$ cat config.mk
export PLATFORM = sky130hd
export DESIGN_NAME = integer_to_ascii_formatter
export DESIGN_NICKNAME = d
export VERILOG_FILES = /design/src/sv/i2a_pkg.sv /design/src/sv/i2a_datapath.sv /design/src/sv/i2a_ctrl.sv /design/src/sv/integer_to_ascii_formatter.sv
export SDC_FILE = /design/constraint.sdc
export NUM_CORES = 1
export LEC_CHECK = 0
export BUFFER_PORTS_ARGS = -buffer_cell sky130_fd_sc_hd__buf_2
export CAP_MARGIN = 0
export CORE_UTILIZATION = 45
export DETAILED_ROUTE_END_ITERATION = 7
export SLEW_MARGIN = 20
export SYNTH_ARGS = -nofsm -noshare
export SYNTH_HDL_FRONTEND = slang
export SYNTH_SLANG_ARGS = --single-unit
$ cat constraint.sdc
create_clock -name clk -period 16.5 [get_ports clk]
set_clock_uncertainty 0.1 [all_clocks]
set_input_delay 4.125 -clock clk [delete_from_list [all_inputs] [get_ports clk]]
set_output_delay 4.125 -clock clk [all_outputs]
set_load 0.02 [all_outputs]
$ cat src/sv/i2a_pkg.sv
`timescale 1ns / 1ps
`default_nettype none

package i2a_pkg;

  typedef struct packed {
    logic [31:0] value;
    logic [1:0]  kind;
    logic        with_prefix;
  } in_item_t;

  typedef struct packed {
    logic [7:0] character;
    logic       last;
  } out_item_t;

  localparam logic [1:0] KIND_BIN = 2'd0;
  localparam logic [1:0] KIND_HEX = 2'd1;
  localparam logic [1:0] KIND_DEC = 2'd2;
  localparam logic [1:0] KIND_RAW = 2'd3;

  localparam logic [7:0] ASCII_ZERO = 8'h30;
  localparam logic [7:0] ASCII_ONE  = 8'h31;
  localparam logic [7:0] ASCII_B    = 8'h62;
  localparam logic [7:0] ASCII_X    = 8'h78;
  localparam logic [7:0] ASCII_NUL  = 8'h00;

  localparam logic [3:0] DEC_LAST_IDX = 4'd9;

  // controller -> datapath
  typedef struct packed {
    logic load;
    logic adv;
  } dp_cmd_t;

  // datapath -> controller
  typedef struct packed {
    logic       need_pre;
    logic [7:0] pre_ch;
    logic       has_char;
    logic [7:0] ch;
    logic       last_step;
  } dp_stat_t;

  function automatic logic [31:0] dec_weight(input logic [3:0] idx);
    logic [31:0] w;
    case (idx)
      4'd0:    w = 32'd1000000000;
      4'd1:    w = 32'd100000000;
      4'd2:    w = 32'd10000000;
      4'd3:    w = 32'd1000000;
      4'd4:    w = 32'd100000;
      4'd5:    w = 32'd10000;
      4'd6:    w = 32'd1000;
      4'd7:    w = 32'd100;
      4'd8:    w = 32'd10;
      default: w = 32'd1;
    endcase
    return w;
  endfunction

  function automatic logic [7:0] nibble_char(input logic [3:0] nib);
    logic [7:0] c;
    if (nib <= 4'd9) begin
      c = ASCII_ZERO + {4'h0, nib};
    end else begin
      c = 8'h37 + {4'h0, nib};
    end
    return c;
  endfunction

endpackage

`default_nettype wire

$ cat src/sv/i2a_datapath.sv
`timescale 1ns / 1ps
`default_nettype none

module i2a_datapath (
  input  wire logic              clk,
  input  wire logic              rst_n,
  input  wire i2a_pkg::in_item_t in_data,
  input  wire i2a_pkg::dp_cmd_t  cmd,
  output i2a_pkg::dp_stat_t      stat
);
  import i2a_pkg::*;

  logic [31:0] val_r, val_nxt;
  logic [1:0]  kind_r;
  logic        pre_r;
  logic [4:0]  cnt_r, cnt_nxt;
  logic        seen_r, seen_nxt;
  logic        hi_emit_r, hi_emit_nxt;
  logic [3:0]  digit_r, digit_nxt;
  logic [3:0]  widx_r, widx_nxt;

  logic [31:0] weight;
  logic        ge;
  logic        emit;
  logic [7:0]  ch;
  logic        last_step;

  assign weight = dec_weight(widx_r);
  assign ge     = (val_r >= weight);

  always_comb begin
    val_nxt     = val_r;
    cnt_nxt     = cnt_r;
    seen_nxt    = seen_r;
    hi_emit_nxt = hi_emit_r;
    digit_nxt   = digit_r;
    widx_nxt    = widx_r;
    emit        = 1'b0;
    ch          = ASCII_NUL;
    last_step   = 1'b0;
    case (kind_r)
      KIND_BIN: begin
        seen_nxt  = seen_r | val_r[31];
        emit      = seen_nxt || (cnt_r == 5'd31);
        ch        = val_r[31] ? ASCII_ONE : ASCII_ZERO;
        val_nxt   = {val_r[30:0], 1'b0};
        cnt_nxt   = cnt_r + 5'd1;
        last_step = (cnt_r == 5'd31);
      end
      KIND_HEX: begin
        ch      = nibble_char(val_r[31:28]);
        val_nxt = {val_r[27:0], 4'h0};
        cnt_nxt = cnt_r + 5'd1;
        if (!cnt_r[0]) begin
          // high nibble decides for the whole byte
          seen_nxt    = seen_r | (val_r[31:24] != 8'h00);
          emit        = seen_nxt || (cnt_r[2:1] == 2'd3);
          hi_emit_nxt = emit;
        end else begin
          emit = hi_emit_r;
        end
        last_step = (cnt_r[2:0] == 3'd7);
      end
      KIND_DEC: begin
        if (ge) begin
          val_nxt   = val_r - weight;
          digit_nxt = digit_r + 4'd1;
        end else begin
          seen_nxt  = seen_r | (digit_r != 4'd0);
          emit      = seen_nxt || (widx_r == DEC_LAST_IDX);
          ch        = ASCII_ZERO + {4'h0, digit_r};
          digit_nxt = 4'd0;
          widx_nxt  = widx_r + 4'd1;
          last_step = (widx_r == DEC_LAST_IDX);
        end
      end
      default: begin
        emit      = (val_r[31:8] == 24'h000000);
        ch        = val_r[7:0];
        last_step = 1'b1;
      end
    endcase
  end

  always_ff @(posedge clk) begin
    if (!rst_n) begin
      cnt_r     <= '0;
      seen_r    <= 1'b0;
      hi_emit_r <= 1'b0;
      digit_r   <= '0;
      widx_r    <= '0;
      kind_r    <= KIND_BIN;
      pre_r     <= 1'b0;
    end else if (cmd.load) begin
      cnt_r     <= '0;
      seen_r    <= 1'b0;
      hi_emit_r <= 1'b0;
      digit_r   <= '0;
      widx_r    <= '0;
      kind_r    <= in_data.kind;
      pre_r     <= in_data.with_prefix;
    end else if (cmd.adv) begin
      cnt_r     <= cnt_nxt;
      seen_r    <= seen_nxt;
      hi_emit_r <= hi_emit_nxt;
      digit_r   <= digit_nxt;
      widx_r    <= widx_nxt;
    end
  end

  always_ff @(posedge clk) begin
    if (cmd.load) begin
      val_r <= in_data.value;
    end else if (cmd.adv) begin
      val_r <= val_nxt;
    end
  end

  assign stat.need_pre  = pre_r && ((kind_r == KIND_BIN) || (kind_r == KIND_HEX));
  assign stat.pre_ch    = (kind_r == KIND_HEX) ? ASCII_X : ASCII_B;
  assign stat.has_char  = emit;
  assign stat.ch        = ch;
  assign stat.last_step = last_step;

endmodule

`default_nettype wire

$ cat src/sv/i2a_ctrl.sv
`timescale 1ns / 1ps
`default_nettype none

module i2a_ctrl (
  input  wire logic               clk,
  input  wire logic               rst_n,
  input  wire logic               in_valid,
  output logic                    in_ready,
  output logic                    out_valid,
  input  wire logic               out_ready,
  output i2a_pkg::out_item_t      out_data,
  output i2a_pkg::dp_cmd_t        cmd,
  input  wire i2a_pkg::dp_stat_t  stat
);
  import i2a_pkg::*;

  typedef enum logic [2:0] {
    ST_IDLE,
    ST_PRE0,
    ST_PRE1,
    ST_DIGITS,
    ST_TERM
  } state_t;

  state_t    state_r, state_nxt;
  logic      out_valid_r;
  out_item_t out_data_r;

  logic      slot_free;
  logic      emit;
  out_item_t emit_item;

  assign slot_free = !out_valid_r || out_ready;

  always_comb begin
    state_nxt = state_r;
    emit      = 1'b0;
    emit_item = '{character: ASCII_NUL, last: 1'b0};
    cmd       = '{load: 1'b0, adv: 1'b0};
    case (state_r)
      ST_IDLE: begin
        if (in_valid) begin
          cmd.load  = 1'b1;
          state_nxt = ST_PRE0;
        end
      end
      ST_PRE0: begin
        if (!stat.need_pre) begin
          state_nxt = ST_DIGITS;
        end else if (slot_free) begin
          emit      = 1'b1;
          emit_item = '{character: ASCII_ZERO, last: 1'b0};
          state_nxt = ST_PRE1;
        end
      end
      ST_PRE1: begin
        if (slot_free) begin
          emit      = 1'b1;
          emit_item = '{character: stat.pre_ch, last: 1'b0};
          state_nxt = ST_DIGITS;
        end
      end
      ST_DIGITS: begin
        if (!stat.has_char || slot_free) begin
          cmd.adv   = 1'b1;
          emit      = stat.has_char;
          emit_item = '{character: stat.ch, last: 1'b0};
          if (stat.last_step) begin
            state_nxt = ST_TERM;
          end
        end
      end
      ST_TERM: begin
        if (slot_free) begin
          emit      = 1'b1;
          emit_item = '{character: ASCII_NUL, last: 1'b1};
          state_nxt = ST_IDLE;
        end
      end
      default: begin
        state_nxt = ST_IDLE;
      end
    endcase
  end

  always_ff @(posedge clk) begin
    if (!rst_n) begin
      state_r     <= ST_IDLE;
      out_valid_r <= 1'b0;
    end else begin
      state_r <= state_nxt;
      if (emit) begin
        out_valid_r <= 1'b1;
        out_data_r  <= emit_item;
      end else if (out_ready) begin
        out_valid_r <= 1'b0;
      end
    end
  end

  assign in_ready  = (state_r == ST_IDLE);
  assign out_valid = out_valid_r;
  assign out_data  = out_data_r;

endmodule

`default_nettype wire

$ cat src/sv/integer_to_ascii_formatter.sv
// Channel   Direction  Payload               Handshake
// in_       input      value, kind, prefix   in_valid / in_ready
// out_      output     character, last       out_valid / out_ready
//
// One value in gives its text out, one character per item, closed by a
// zero terminator with last set. Per value the sequencer accepts it, checks
// for a prefix (giving two characters when one is asked for), runs the digit
// steps for binary, hex, decimal or raw, then gives the terminator. Decimal
// digits come from repeated steps of the single compare-and-subtract.
// Reset is synchronous, active low, and clears the sequencer and out_valid.
// A stalled output holds the sequencer on steps that give a character; a new
// value is taken once the terminator sits in the output register.
`timescale 1ns / 1ps
`default_nettype none

module integer_to_ascii_formatter (
  input  wire logic               clk,
  input  wire logic               rst_n,
  input  wire logic               in_valid,
  output logic                    in_ready,
  input  wire i2a_pkg::in_item_t  in_data,
  output logic                    out_valid,
  input  wire logic               out_ready,
  output i2a_pkg::out_item_t      out_data
);
  import i2a_pkg::*;

  dp_cmd_t  cmd;
  dp_stat_t stat;

  // sequencer: prefix, digit steps, terminator; owns the output register
  i2a_ctrl u_ctrl (
    .clk       (clk),
    .rst_n     (rst_n),
    .in_valid  (in_valid),
    .in_ready  (in_ready),
    .out_valid (out_valid),
    .out_ready (out_ready),
    .out_data  (out_data),
    .cmd       (cmd),
    .stat      (stat)
  );

  // shift / subtract datapath, one digit step per advance
  i2a_datapath u_dp (
    .clk     (clk),
    .rst_n   (rst_n),
    .in_data (in_data),
    .cmd     (cmd),
    .stat    (stat)
  );

  // an accepted item makes the block busy on the next cycle
  a_busy_after_accept: assert property (@(posedge clk) disable iff (!rst_n)
    (in_valid && in_ready) |=> !in_ready)
    else $error("input accepted while previous value still in progress");

  // the terminator is always a zero character
  a_term_zero: assert property (@(posedge clk) disable iff (!rst_n)
    (out_valid && out_data.last) |-> (out_data.character == ASCII_NUL))
    else $error("terminator carries non-zero character");

  // a digit step and a load never coincide
  a_cmd_excl: assert property (@(posedge clk) disable iff (!rst_n)
    !(cmd.load && cmd.adv))
    else $error("datapath load and advance together");

  // output register empty straight after reset
  a_reset_empty: assert property (@(posedge clk)
    !rst_n |=> !out_valid)
    else $error("output valid after reset");

endmodule

`default_nettype wire
**Word-level counts from Yosys, hierarchy flattened**

Memory sizes are Yosys's and may differ from the RTL's. A register that Yosys moved wholly into a read port is not among the register bits.
Index checks and enable logic that the tools add are counted.

- Bits in registers: 63
- ROM bits: 480
- Memories kept: 1

- $add $sub $neg: 7
- Order comparisons: 2
- Eq/ne operators: 19
- Muxes and demuxes: 44
- Bitwise gates (word level): 5
- Reductions and logical operators: 29

Memory list:

| name | words | bits a word | read ports | clocked after memory_dff | wr ports | line | RTL |
|---|---|---|---|---|---|---|---|
| (name not given) | 16 | 30 | 1 | 1 | 0 | i2a_pkg.sv:47 | `case (idx)` |

Operators by type and width:

| kind | number |
|---|---|
| $mux W32 | 3 |
| $pmux W32 S3 | 1 |
| $pmux W9 S4 | 1 |
| $ge A32 B32 Y1 | 1 |
| $sub A32 B32 Y32 | 1 |
| $mux W9 | 3 |
| $logic_not A24 Y1 | 1 |
| $pmux W8 S3 | 1 |
| $add A6 B4 Y7 const A | 3 |
| $mux W3 | 7 |
| $mux W1 | 16 |
| $mux W8 | 2 |
| $pmux W3 S5 | 1 |
| $mux W4 | 3 |
| $pmux W1 S3 | 4 |
| $add A4 B1 Y4 const B | 2 |
| $ne A2 B1 Y1 const B | 4 |
| $reduce_and A2 Y1 | 4 |
| $reduce_bool A4 Y1 | 2 |
| $reduce_bool A8 Y1 | 1 |
| $mux W7 | 1 |
| $eq A3 B2 Y1 const B | 2 |
| $eq A3 B3 Y1 const B | 2 |
| $logic_or A1 B1 Y1 | 6 |
| 23 further kinds | 34 |

**Logic depth before layout (Yosys ltp)**

Gate-level depths: netlist of run 1.

- Depth in word-level cells: 12
- Depth in mapped cells: 17
- Mapped depth without buffers: 16

**Modules after synthesis**

Synthesis of run 1 repeated with hierarchy kept, for this count alone.

- Cells, all modules: 742
- Area total of the unflattened synthesis: 6,532.5 sq um

Modules (own cells, without submodules):

| module | instances | cells an instance | area each (sq um) | sequential area each (sq um) |
|---|---|---|---|---|
| i2a_datapath | 1 | 686 | 5,840.6 | 1,781.7 |
| i2a_ctrl | 1 | 56 | 691.9 | 350.3 |

**Worst setup path after synthesis of run 1**

No wires, ideal clock.

- Path kind: input port to flip-flop
- Start: input port out_ready
- End: register u_dp.val_r[0] (enable)
- Arrival: 7.094 ns
- Path slack: 8.836 ns
- Stages: 5
- Buffers on the path: 1
- Cells stage by stage: nor2b_1 -> clkbuf_1 -> nand2_1 -> o21ai_1 -> o31ai_1

- Word-level cells in the longest chain between the ends: 6

Ends and longest elaborated chain:

| element | line | RTL |
|---|---|---|
| from (decl) | integer_to_ascii_formatter.sv:23 | `input wire logic out_ready,` |
| $logic_or A1 B1 Y1 | i2a_ctrl.sv:33 | `assign slot_free = !out_valid_r \|\| out_ready;` |
| $logic_or A1 B1 Y1 | i2a_ctrl.sv:64 | `if (!stat.has_char \|\| slot_free) begin` |
| $mux W1 | i2a_ctrl.sv:64 |  |
| $mux W1 | i2a_ctrl.sv:40 | `case (state_r)` |
| $reduce_bool A2 Y1 (no line) | -- |  |
| $reduce_and A3 Y1 (no line) | -- |  |
| to (signal assigned) | i2a_datapath.sv:113 | `val_r <= in_data.value;` |
| to (signal assigned) | i2a_datapath.sv:115 | `val_r <= val_nxt;` |
| to (decl) | i2a_datapath.sv:13 | `logic [31:0] val_r, val_nxt;` |

No other way between the ends.
A chain may end at the register's enable or synchronous reset.

**Final worst setup path of run 1**

- Start: input port out_ready
- End: register, netlist name u_dp.weight[15]

- Word-level cells in the longest chain between the ends: 7

Ends and longest elaborated chain:

| element | line |
|---|---|
| $logic_or A1 B1 Y1 | i2a_ctrl.sv:33 |
| $logic_or A1 B1 Y1 | i2a_ctrl.sv:64 |
| $mux W1 | i2a_ctrl.sv:64 |
| $mux W1 | i2a_ctrl.sv:40 |
| $reduce_and A3 Y1 (no line) | -- |
| $mux W4 (no line) (2 in series) | -- |

No other way between the ends.

==> results of run 1 <==
path summary, 6_finish.rpt:
kind	slack [ns]	end	startpoint
max	10.25	u_dp.weight[15]	out_ready
min	0.36	u_dp.cnt_r[3]	u_dp.cnt_r[3]
max reg2reg	12.30	u_dp.val_r[17]	u_dp.val_r[0]
min reg2reg	0.36	u_dp.cnt_r[3]	u_dp.cnt_r[3]
synth_stat cells (all sizes together) (7+ instances only):
cell type and instances:
and3 7, a21o 15, nand4 9, xnor2 16, or3 12, edfxtp 41
a211oi 9, ha 51, inv 50, clkbuf 35, nand3 23, a21boi 11
o22ai 7, a31oi 10, a21oi 55, dfxtp 45, xor2 12, nand2 102
a221oi 8, nor4 8, and2 10, nor3 26, o211ai 10, nor2 63
o21ai 71, nor2b 8
layout make-up:
cell class,count,share of cell area
multi-input cells,622,0.561
well taps,180,0.0315
flip-flops and latches,86,0.298
inverters,51,0.0268
repair buffers,56,0.0416
clock buffers,11,0.0369
clock inverters,5,0.00420
kinds of logic (layout without fill, tap and decap cells):
kind of cell / Yosys count / in the layout / synth area share
muxes: 5 / 5 / 0.00848
xor gates and xnor gates: 28 / 28 / 0.0389
adders and majority gates: 52 / 52 / 0.101
and+or+nand+nor: 289 / 289 / 0.215
DFF: 86 / 86 / 0.329
buffers and inverters: 91 / 123 / 0.0549
AOI/OAI and AO/OA: 248 / 248 / 0.253
registers in the layout, indices dropped and copies added (netlist names):
register,flops
u_dp.pre_r,1
u_dp.hi_emit_r,1
u_dp.kind_r,2
u_dp.widx_r,4
u_dp.val_r,32
u_dp.weight,23
u_dp.digit_r,4
u_ctrl.state_r,3
u_dp.seen_r,1
u_ctrl.out_valid,1
u_ctrl.out_data,9
u_dp.cnt_r,5
routing by layer:
| metal | wire length, µm | vias up |
|---|---|---|
| met2 | 7950 | 253 |
| met1 | 9060 | 2916 |
| met3 | 1260 | 35 |
| met4 | 526 | 0 |
| li1 | - | 2962 |
| met5 | 0 | - |
through the flow:
stage | instance area, µm² | power (mW) | cells | hold slack [ns] | setup slack [ns]
after floorplan | 6490 | 0.822 | 799 | 0.332 | 8.84
after global placement | 6860 | 0.968 | 995 | 0.347 | 9.98
after detailed placement | 6860 | 0.981 | 995 | 0.351 | 9.93
after CTS | 7160 | 1.19 | 1011 | 0.359 | 10.29
after global routing | 7160 | 1.28 | 1011 | 0.389 | 10.00
final | 7160 | 1.20 | 1011 | 0.357 | 10.25
power groups by stage:
stage	registers (mW)	logic, mW	clock network (mW)
floorplan	0.354	0.468	0
detailed placement	0.385	0.597	0
global placement	0.385	0.583	0
CTS	0.381	0.600	0.205
finish	0.385	0.609	0.203
global route	0.388	0.680	0.214
cell usage in the layout, fill, tap and decap left out, drive strengths merged, types with 4 or more instances in the layout:
master / synthesis / final
nand2: 102 / 102
o21ai: 71 / 71
nor2: 63 / 63
buf: 5 / 56
a21oi: 55 / 55
inv: 50 / 53
ha: 51 / 51
dfxtp: 45 / 45
edfxtp: 41 / 41
nor3: 26 / 26
nand3: 23 / 23
xnor2: 16 / 16
a21o: 15 / 15
or3: 12 / 12
xor2: 12 / 12
a21boi: 11 / 11
clkbuf: 35 / 11
o211ai: 10 / 10
a31oi: 10 / 10
and2: 10 / 10
nand4: 9 / 9
a211oi: 9 / 9
nor2b: 8 / 8
a221oi: 8 / 8
nor4: 8 / 8
o22ai: 7 / 7
and3: 7 / 7
o31ai: 6 / 6
a22oi: 6 / 6
o21a: 5 / 5
a22o: 5 / 5
nand2b: 5 / 5
nor3b: 4 / 4
or4: 4 / 4
o41ai: 4 / 4
mux2: 4 / 4
tightest hold or removal path, cell delays in order, from the launching register on:
cell	delay, ns
dfxtp_1	0.31
nand2_1	0.05
o21ai_1	0.05
==> results by group, run 1 <==
GRT
  – Initial antenna violation count: 0
  – Met2 Track Usage GR: 0.381
  – First-pass GRT wire length: 30,100 µm
  – Most Crowded Layer GR: met1
  – Pin count of the biggest net entering global routing: 59
  – Total grt overflow: 0
  – Vias in the first global route: 5,713
  – GRT Total Usage: 0.262
  – GRT met3 Usage: 0.0314
  – Met1 Use GR: 0.387

STA
  – Max-slew violation count: 0
  – Post-route setup TNS: 0 ns
  – Tmin final: 6.25 ns
  – Final hold viol count: 0
  – Final period utilization: 0.379
  – Final setup violation count: 0
  – FMAX: 160 MHz
  – Relative slew slack: 0.402
  – Slew @ Worst Pin: 0.891 ns
  – RSZ-0062 raised after global routing: no

Pwr
  – Clock Power Share: 0.170
  – Design internal power: 652 µW
  – Psw: 545 µW
  – Cell Pwr Density: 167 mW/mm²
  – Net Sw Frac: 0.455
  – Comb power frac: 0.509
  – Seq pwr share: 0.321
  – Pleak: 2.79 nW
  – Peak supply drop: 0.0000586 V

Clock network
  – Post-cts sizing count: 0
  – Post-CTS setup buffer count: 0
  – Clock latency on the worst-skew pair: 0.34 ns
  – TritonCTS clock tree: yes
  – Clock Tree Root: clkbuf_16
  – Clock Pin Slew Worst Setup and Hold Paths: 0.06 ns
  – Total CTS buffers: 9
  – Sink Count: 86
  – Post-CTS Hold Buffers: 0
  – H-tree Lvls: 3
  – Clock buffer depth: 2

Critical path
  – Critical-path top delay cell: nor2b_1
  – CP Depth: 11
  – CP Max Fanout: 8
  – Slowest stage delay, CP: 0.45 ns
  – CP cell instances: buf_2, nor2b_1, nand2_1, o21a_1, and2_4, xnor2_2, nand2b_2, inv_2, ha_1, inv_1, a22o_1
  – Worst r2r path cells: 13
  – Critical path's top delay family: simple AND/OR/NAND/NOR gates
  – WP data arrival: 6.39 ns
  – Setup CP Type: input port to flop
  – CP Capture Type: flop
  – Worst Path Required: 16.64 ns
  – CP Launch Type: input port
  – Worst Path Buf+Inv: 3

Logic synthesis
  – Mean Syn Cell Area: 8.12 µm²
  – Seq/Total Area, Yosys: 0.329
  – Post-synth EDFFs: 41
  – Synth area leader: edfxtp_1
  – Synth Warn #: 0
  – Synth top area share: 0.190
  – Synthesized Nets: 890
  – Synth Cell Area: 0.00649 mm²
  – Yosys reg bits: 86
  – Ranking of synthesized cells by area: edfxtp_1, dfxtp_1, ha_1
  – Asr flop ratio synth: 0
  – Prevailing post-synth register cell: dfxtp_1
  – Unique cell type count in the Yosys netlist: 72
  – Post-synthesis cell count: 799

Finish
  – Layout fillers: 1,382
  – Final core utilization: 0.512
  – Multi-input logic area: 0.00402 mm²
  – Register Area: 0.00213 mm²
  – Area grow syn2layout: 10.3%
  – Fraction of layout cells with a size suffix above 1: 0.117
  – Fin nets: 917
  – Antenna Cells: 0

Min path
  – Hold Crit Class: flop to flop
  – Hold path cells: 2

Routing
  – WL/cell: 18.6 µm
  – Routed Wire Length: 18,800 µm
  – Drt first-iter violations: 793
  – TritonRoute pass-1 iters: 5
  – Via count: 6,166
  – Drc violations: 0
  – Antenna Nets Post-Route: 0
  – Vias per std cell: 6.10

Place
  – Final GP Congestion: 0.942
  – Input/output buffers: 49
  – Hpwl dp: 13,900 µm

Floorplan
  – Die H: 122 µm
  – Core outline area: 0.0140 mm²
  – DIE AREA: 0.0149 mm²
  – Row cnt: 43
  – Ports: 50
  – Width of the die: 122 µm
  – Starting Density: 0.464

Run status
  – Status: complete, no violations

Run
  – Max-cap violation count: 0
Power figures use the tool's default switching activity.
==> run 2: changes to the inputs <==
--- a/config.mk
+++ b/config.mk
@@ -9,6 +9,7 @@
 export CAP_MARGIN = 0
 export CORE_UTILIZATION = 45
 export DETAILED_ROUTE_END_ITERATION = 7
+export PLACE_DENSITY = 0.65
 export SLEW_MARGIN = 20
 export SYNTH_ARGS = -nofsm -noshare
 export SYNTH_HDL_FRONTEND = slang
==> constraint.sdc (replaced) <==
create_clock -name clk -period 5.66 [get_ports clk]
set_clock_uncertainty 0.1 [all_clocks]
set_input_delay 1.415 -clock clk [delete_from_list [all_inputs] [get_ports clk]]
set_output_delay 1.415 -clock clk [all_outputs]
set_load 0.02 [all_outputs]
==> run 2 against run 1 <==
Core utilization decreased by 0.12 points. Critical path depth grew 2. Combinational power rose to 2.9 times the previous value. Flip-flop and latch count did not move. Global-route usage about the same. Register-to-register slack got worse by 11 ns. Final cell count is the same. Critical endpoint is now u_dp.val_r[17]. Total power rose to 2.9 times the previous value. Hold slack improved by 0.012 ns. Setup slack worse by 8.9 ns. Clock power rose to 2.8 times the previous value.
==> results by group, run 2 (synthesis gave the netlist of run 1 again) <==
STA
  – RSZ-0062 raised after global routing: no
  – Final hold viol count: 0 (unchanged)
  – FMAX: 230 MHz
  – Hold slack: 0.369 ns (+0.0116 ns)
  – Final setup violation count: 0 (unchanged)
  – Tmin final: 4.34 ns
  – Slew @ Worst Pin: 0.851 ns (-0.0405 ns)
  – Max-slew violation count: 0 (unchanged)
  – PnR worst setup slack: 1.32 ns (-8.93 ns)
  – Relative slew slack: 0.429 (+0.0272)
  – Post-route setup TNS: 0 ns (unchanged)
  – Final period utilization: 0.767

Clock network
  – Clock Tree Root: clkbuf_16
  – Total CTS buffers: 9 (unchanged)
  – Post-cts sizing count: 0 (unchanged)
  – Post-CTS setup buffer count: 0 (unchanged)
  – Clock Pin Slew Worst Setup and Hold Paths: 0.07 ns (about the same)
  – Clock buffer depth: 2 (unchanged)
  – Post-CTS Hold Buffers: 0 (unchanged)
  – Clock latency on the worst-skew pair: 0.35 ns (about the same)
  – H-tree Lvls: 3 (unchanged)
  – TritonCTS clock tree: yes
  – Sink Count: 86 (unchanged)

Routing
  – Routed Wire Length: 19,000 µm (+0.79%)
  – Via count: 6,236 (+1.1%)
  – Drt first-iter violations: 695 (-12%)
  – TritonRoute pass-1 iters: 5 (unchanged)
  – Vias per std cell: 6.17 (+1.1%)
  – Drc violations: 0 (unchanged)
  – Antenna Nets Post-Route: 0 (unchanged)
  – WL/cell: 18.7 µm (+0.79%)

Critical path
  – Worst r2r path cells: 13 (unchanged)
  – R2r endpoint: u_dp.val_r[17]
  – Worst Path Required: 5.61 ns (-11.03 ns)
  – CP Capture Type: flop
  – CP Max Fanout: 32 (+24)
  – Worst r2r src: u_dp.val_r[0]
  – Setup CP Type: flop to flop
  – WP data arrival: 4.29 ns (-2.10 ns)
  – Flop2flop setup slack: 1.32 ns (-10.98 ns)
  – CP Launch Type: flop

Finish
  – Post-route non-filler standard cell count: 1,011 (unchanged)
  – Most flop-heavy register: u_dp.val_r
  – Fin nets: 917 (unchanged)
  – Most frequent cells in the layout: nand2_1, o21ai_0, nor2_1, a21oi_1, ha_1
  – Final core utilization: 0.510 (-0.00116)
  – Max reg flops: 32 (unchanged)
  – Post-route cell area: 0.00714 mm² (-0.23%)
  – Fraction of layout cells with a size suffix above 1: 0.114 (-0.00241)
  – Antenna Cells: 0 (unchanged)
  – Area grow syn2layout: 10.0%
  – Most common cell after layout, fill and taps aside: nand2_1

Run status
  – Status: complete, no violations

Min path
  – Hold path cells: 2 (unchanged)
  – Worst Hold Endpoint: u_dp.pre_r
  – Hold Crit Class: flop to flop
  – Worst hold start: u_dp.pre_r

Run
  – Max-cap violation count: 0 (unchanged)

Place
  – Hpwl dp: 14,200 µm (+2.4%)
  – Final GP Congestion: 0.931 (-1.2%)
  – Pre-CTS WS: 1.39 ns (-8.54 ns)
  – DP Cell Count: 995 (unchanged)
  – Placed Instance Area: 0.00686 mm² (unchanged)
  – Input/output buffers: 49 (unchanged)

GRT
  – GRT Total Usage: 0.262 (about the same)
  – First-pass GRT wire length: 29,900 µm (-0.71%)
  – Pin count of the biggest net entering global routing: 59 (unchanged)
  – Total grt overflow: 0 (unchanged)
  – Initial antenna violation count: 0 (unchanged)
  – Vias in the first global route: 5,568 (-2.5%)

Floorplan
  – Core outline area: 0.0140 mm² (unchanged)
  – Ports: 50 (unchanged)
  – Width of the die: 122 µm (unchanged)
  – Row cnt: 43 (unchanged)
  – DIE AREA: 0.0149 mm² (unchanged)
  – Die H: 122 µm (unchanged)
  – Starting Density: 0.464 (unchanged)

Pwr
  – Pleak: 2.77 nW (-0.68%)
  – Cell Pwr Density: 488 mW/mm² (+190%)
  – Peak supply drop: 0.000173 V (+190%)
  – Total power: 3.49 mW (+190%)
[run 2: how the worst max path moves through the flow]
| stage | startpoint | end | slack [ns] | depth (start not counted) |
|---|---|---|---|---|
| 5_1_grt | u_dp.val_r[0] | u_dp.val_r[17] | 1.04 | 13 |
| 3_3_place_gp | u_dp.val_r[0] | u_dp.val_r[17] | 1.51 | 13 |
| 3_5_place_dp | u_dp.val_r[0] | u_dp.val_r[17] | 1.39 | 13 |
| 6_report | u_dp.val_r[0] | u_dp.val_r[17] | 1.32 | 13 |
| 2_1_floorplan | u_dp.val_r[13] | u_dp.val_r[0] | 0.18 | 10 |
| 4_1_cts | u_dp.val_r[0] | u_dp.val_r[19] | 1.37 | 13 |
[run 2: where the power goes]
part	switching [mW]	total (mW)	internal, mW
logic	1.12	1.79	0.670
clock network	0.251	0.572	0.321
registers	0.235	1.13	0.895
[run 2: area by class of cell]
cell class | count | area (µm²)
clock buffer | 13 | 260
inverter | 51 | 191
fill | 1343 | 6850
tap | 180 | 225
sequential | 86 | 2130
multi-input combinational | 622 | 4020
clock inverter | 3 | 17.5
timing repair buffer | 56 | 298
[run 2: worst max-delay path, stage by stage, from the launching register on]
cell	delay [ns]
edfxtp_1	0.36
inv_1	0.12
ha_1	0.18
inv_1	0.06
fa_1	0.40
a21o_1	0.20
a221o_1	0.39
a22oi_2	0.23
a31oi_1	0.19
nor4_4	0.48
a21oi_1	0.20
o21ai_1	0.71
o31ai_4	0.11
buf_4	0.30
[run 2: routing by layer]
metal | track usage | part of all wire | vias to the layer above
li1 | - | - | 2968
met1 | 0.385 | 0.47 | 2948
met2 | 0.387 | 0.43 | 290
met3 | 0.0342 | 0.078 | 30
met4 | 0.101 | 0.022 | 0
met5 | 0 | 0 | -
==> run 3: changes to the inputs <==
--- a/config.mk
+++ b/config.mk
@@ -9,7 +9,6 @@
 export CAP_MARGIN = 0
 export CORE_UTILIZATION = 45
 export DETAILED_ROUTE_END_ITERATION = 7
-export PLACE_DENSITY = 0.65
 export SLEW_MARGIN = 20
 export SYNTH_ARGS = -nofsm -noshare
 export SYNTH_HDL_FRONTEND = slang
==> constraint.sdc (replaced) <==
create_clock -name clk -period 4.1 [get_ports clk]
set_clock_uncertainty 0.1 [all_clocks]
set_input_delay 1.025 -clock clk [delete_from_list [all_inputs] [get_ports clk]]
set_output_delay 1.025 -clock clk [all_outputs]
set_load 0.02 [all_outputs]
==> run 3 against run 2 <==
Core utilization is 1.3 points higher. Clock-buffer cell count decreased by 2. Flip-flop and latch count stayed put. Maximum frequency grew 10%. Die area unchanged. Clock power is 52% higher. Critical path type unchanged. Largest cell class unchanged.
==> results by group, run 3 (synthesis gave the netlist of run 1 again) <==
Finish
  – Most frequent cells in the layout: nand2_1, o21ai_0, nor2_1, a21oi_1, ha_1
  – Most common cell after layout, fill and taps aside: nand2_1
  – Fraction of layout cells with a size suffix above 1: 0.134 (+0.0192)
  – Most flop-heavy register: u_dp.val_r
  – Antenna Cells: 0 (unchanged)
  – Register Area: 0.00213 mm² (unchanged)
  – Area grow syn2layout: 12.9%
  – Fin nets: 932 (+1.6%)
  – Max reg flops: 32 (unchanged)
  – Final core utilization: 0.524 (+0.0132)
  – Layout fillers: 1,370 (+2.0%)
  – Multi-input logic area: 0.00404 mm² (+0.72%)

Critical path
  – R2r endpoint: u_dp.weight[9]
  – CP cell instances: inv_1, ha_1, inv_1, fa_1, a21o_1, a221o_1, a22oi_2, a31oi_2, nor4_4, buf_4, nand3_1, mux2_2, o221a_2, o2bb2ai_1
  – Worst path most repeated cell: inv_1
  – Worst Path Required: 4.28 ns (-1.33 ns)
  – Crit path to: u_dp.weight[9]
  – WP data arrival: 4.10 ns (-0.19 ns)
  – Worst r2r src: u_dp.val_r[0]
  – Worst r2r path cells: 14 (+1)
  – Setup CP Type: flop to flop
  – Slowest stage delay, CP: 0.40 ns (-0.31 ns)
  – CP Max Fanout: 5 (-84%)
  – CP Capture Type: flop
  – Flop2flop setup slack: 0.17 ns (-1.15 ns)
  – CP Launch Type: flop
  – Critical path startpoint: u_dp.val_r[0]
  – Critical-path top delay cell: fa_1

Run status
  – Status: complete, no violations

Routing
  – Antenna Nets Post-Route: 0 (unchanged)
  – Routed Wire Length: 19,600 µm (+3.6%)
  – Vias per std cell: 6.13 (-0.62%)
  – Drt first-iter violations: 493 (-29%)
  – Drc violations: 0 (unchanged)
  – TritonRoute pass-1 iters: 5 (unchanged)
  – WL/cell: 19.1 µm (+2.1%)
  – Via count: 6,289 (+0.85%)

GRT
  – Pin count of the biggest net entering global routing: 58 (-1.7%)
  – Initial antenna violation count: 0 (unchanged)
  – First-pass GRT wire length: 30,800 µm (+3.0%)
  – GRT Total Usage: 0.270 (+0.00801)
  – Vias in the first global route: 5,857 (+5.2%)
  – Total grt overflow: 0 (unchanged)

Clock network
  – Sink Count: 86 (unchanged)
  – TritonCTS clock tree: yes
  – Clock latency on the worst-skew pair: 0.35 ns (about the same)
  – Clock Pin Slew Worst Setup and Hold Paths: 0.06 ns (about the same)
  – Total CTS buffers: 9 (unchanged)
  – H-tree Lvls: 3 (unchanged)
  – Clock buffer depth: 2 (unchanged)
  – Clock Tree Root: clkbuf_16
  – Post-CTS Hold Buffers: 0 (unchanged)

STA
  – Tmin final: 3.93 ns (-0.410 ns)
  – Relative slew slack: 0.491 (+0.0621)
  – Final period utilization: 0.958 (+0.192)
  – Final hold viol count: 0 (unchanged)
  – Final setup violation count: 0 (unchanged)
  – Slew @ Worst Pin: 0.763 ns (-0.0874 ns)
  – Post-route setup TNS: 0 ns (unchanged)
  – Hold slack: 0.366 ns (-0.00323 ns)
  – Max-slew violation count: 0 (unchanged)
  – FMAX: 255 MHz (+10%)

Floorplan
  – Row cnt: 43 (unchanged)
  – Width of the die: 122 µm (unchanged)
  – Ports: 50 (unchanged)
  – DIE AREA: 0.0149 mm² (unchanged)
  – Starting Density: 0.464 (unchanged)
  – Die H: 122 µm (unchanged)
  – Core outline area: 0.0140 mm² (unchanged)

Pwr
  – Total power: 4.96 mW (+42%)
  – Peak supply drop: 0.000259 V (+50%)
  – Pleak: 2.88 nW (+3.8%)
  – Cell Pwr Density: 678 mW/mm² (+39%)

Place
  – Input/output buffers: 49 (unchanged)
  – Final GP Congestion: 0.924 (-0.74%)
  – Hpwl dp: 14,700 µm (+3.4%)

Min path
  – Hold Crit Class: flop to flop

Run
  – Max-cap violation count: 0 (unchanged)
## run 3: cell count changes in the layout (fill, tap and decap cells not counted), sizes merged
cell and delta:
clkinv +1, bufinv +1, clkbuf -2, buf +15
## run 3: area by class of cell
cell class,count,area share
repair buffers,71,0.0577
clock buffers,11,0.0347
inverters,51,0.0261
clock inverters,5,0.00752
well taps,180,0.0307
flip-flops and latches,86,0.291
multi-input cells,622,0.552
## run 3: power by group
part / internal, mW / switching (mW)
Combinational: 0.984 / 1.59
Sequential: 1.23 / 0.288
Clock: 0.509 / 0.361
## run 3: stage by stage
step           setup slack [ns]  instance area (µm²)  instances
5_1_grt                -0.00192                 7320       1026
2_1_floorplan             0.192                 6500        799
3_5_place_dp              0.133                 6960       1006
6_report                  0.171                 7320       1026
4_1_cts                  0.0985                 7270       1022
3_3_place_gp              0.299                 6960       1006
## run 3: metal layers
metal / global-route usage / wire length (µm) / up-vias
li1: - / - / 2998
met1: 0.386 / 9280 / 2991
met2: 0.397 / 8440 / 258
met3: 0.0543 / 1380 / 42
met4: 0.105 / 553 / 0
met5: 0 / 0 / -
## run 3: worst min-delay path by stage
stage | from | endpoint | slack, ns | cells after the start
2_1_floorplan | u_dp.cnt_r[3] | u_dp.cnt_r[3] | 0.33 | 2
5_1_grt | u_dp.cnt_r[3] | u_dp.cnt_r[3] | 0.40 | 2
3_5_place_dp | u_dp.cnt_r[3] | u_dp.cnt_r[3] | 0.36 | 2
3_3_place_gp | u_dp.cnt_r[3] | u_dp.cnt_r[3] | 0.35 | 2
6_report | u_dp.cnt_r[3] | u_dp.cnt_r[3] | 0.37 | 2
4_1_cts | u_dp.cnt_r[3] | u_dp.cnt_r[3] | 0.37 | 2
## run 3: repair_timing
action	CTS	global route
resized for setup	0	4
setup endpoints to repair	0	14
hold endpoints to repair	0	0
setup buffers	0	4
## run 3: critical path, delay by kind of cell (launching register included)
family                     cells  cell delay (ns)
AOI/OAI and AO/OA              6             1.48
adders and majority gates      2             0.57
buffers and inverters          3             0.36
DFF                            1             0.36
muxes                          1             0.40
and+or+nand+nor                2             0.59
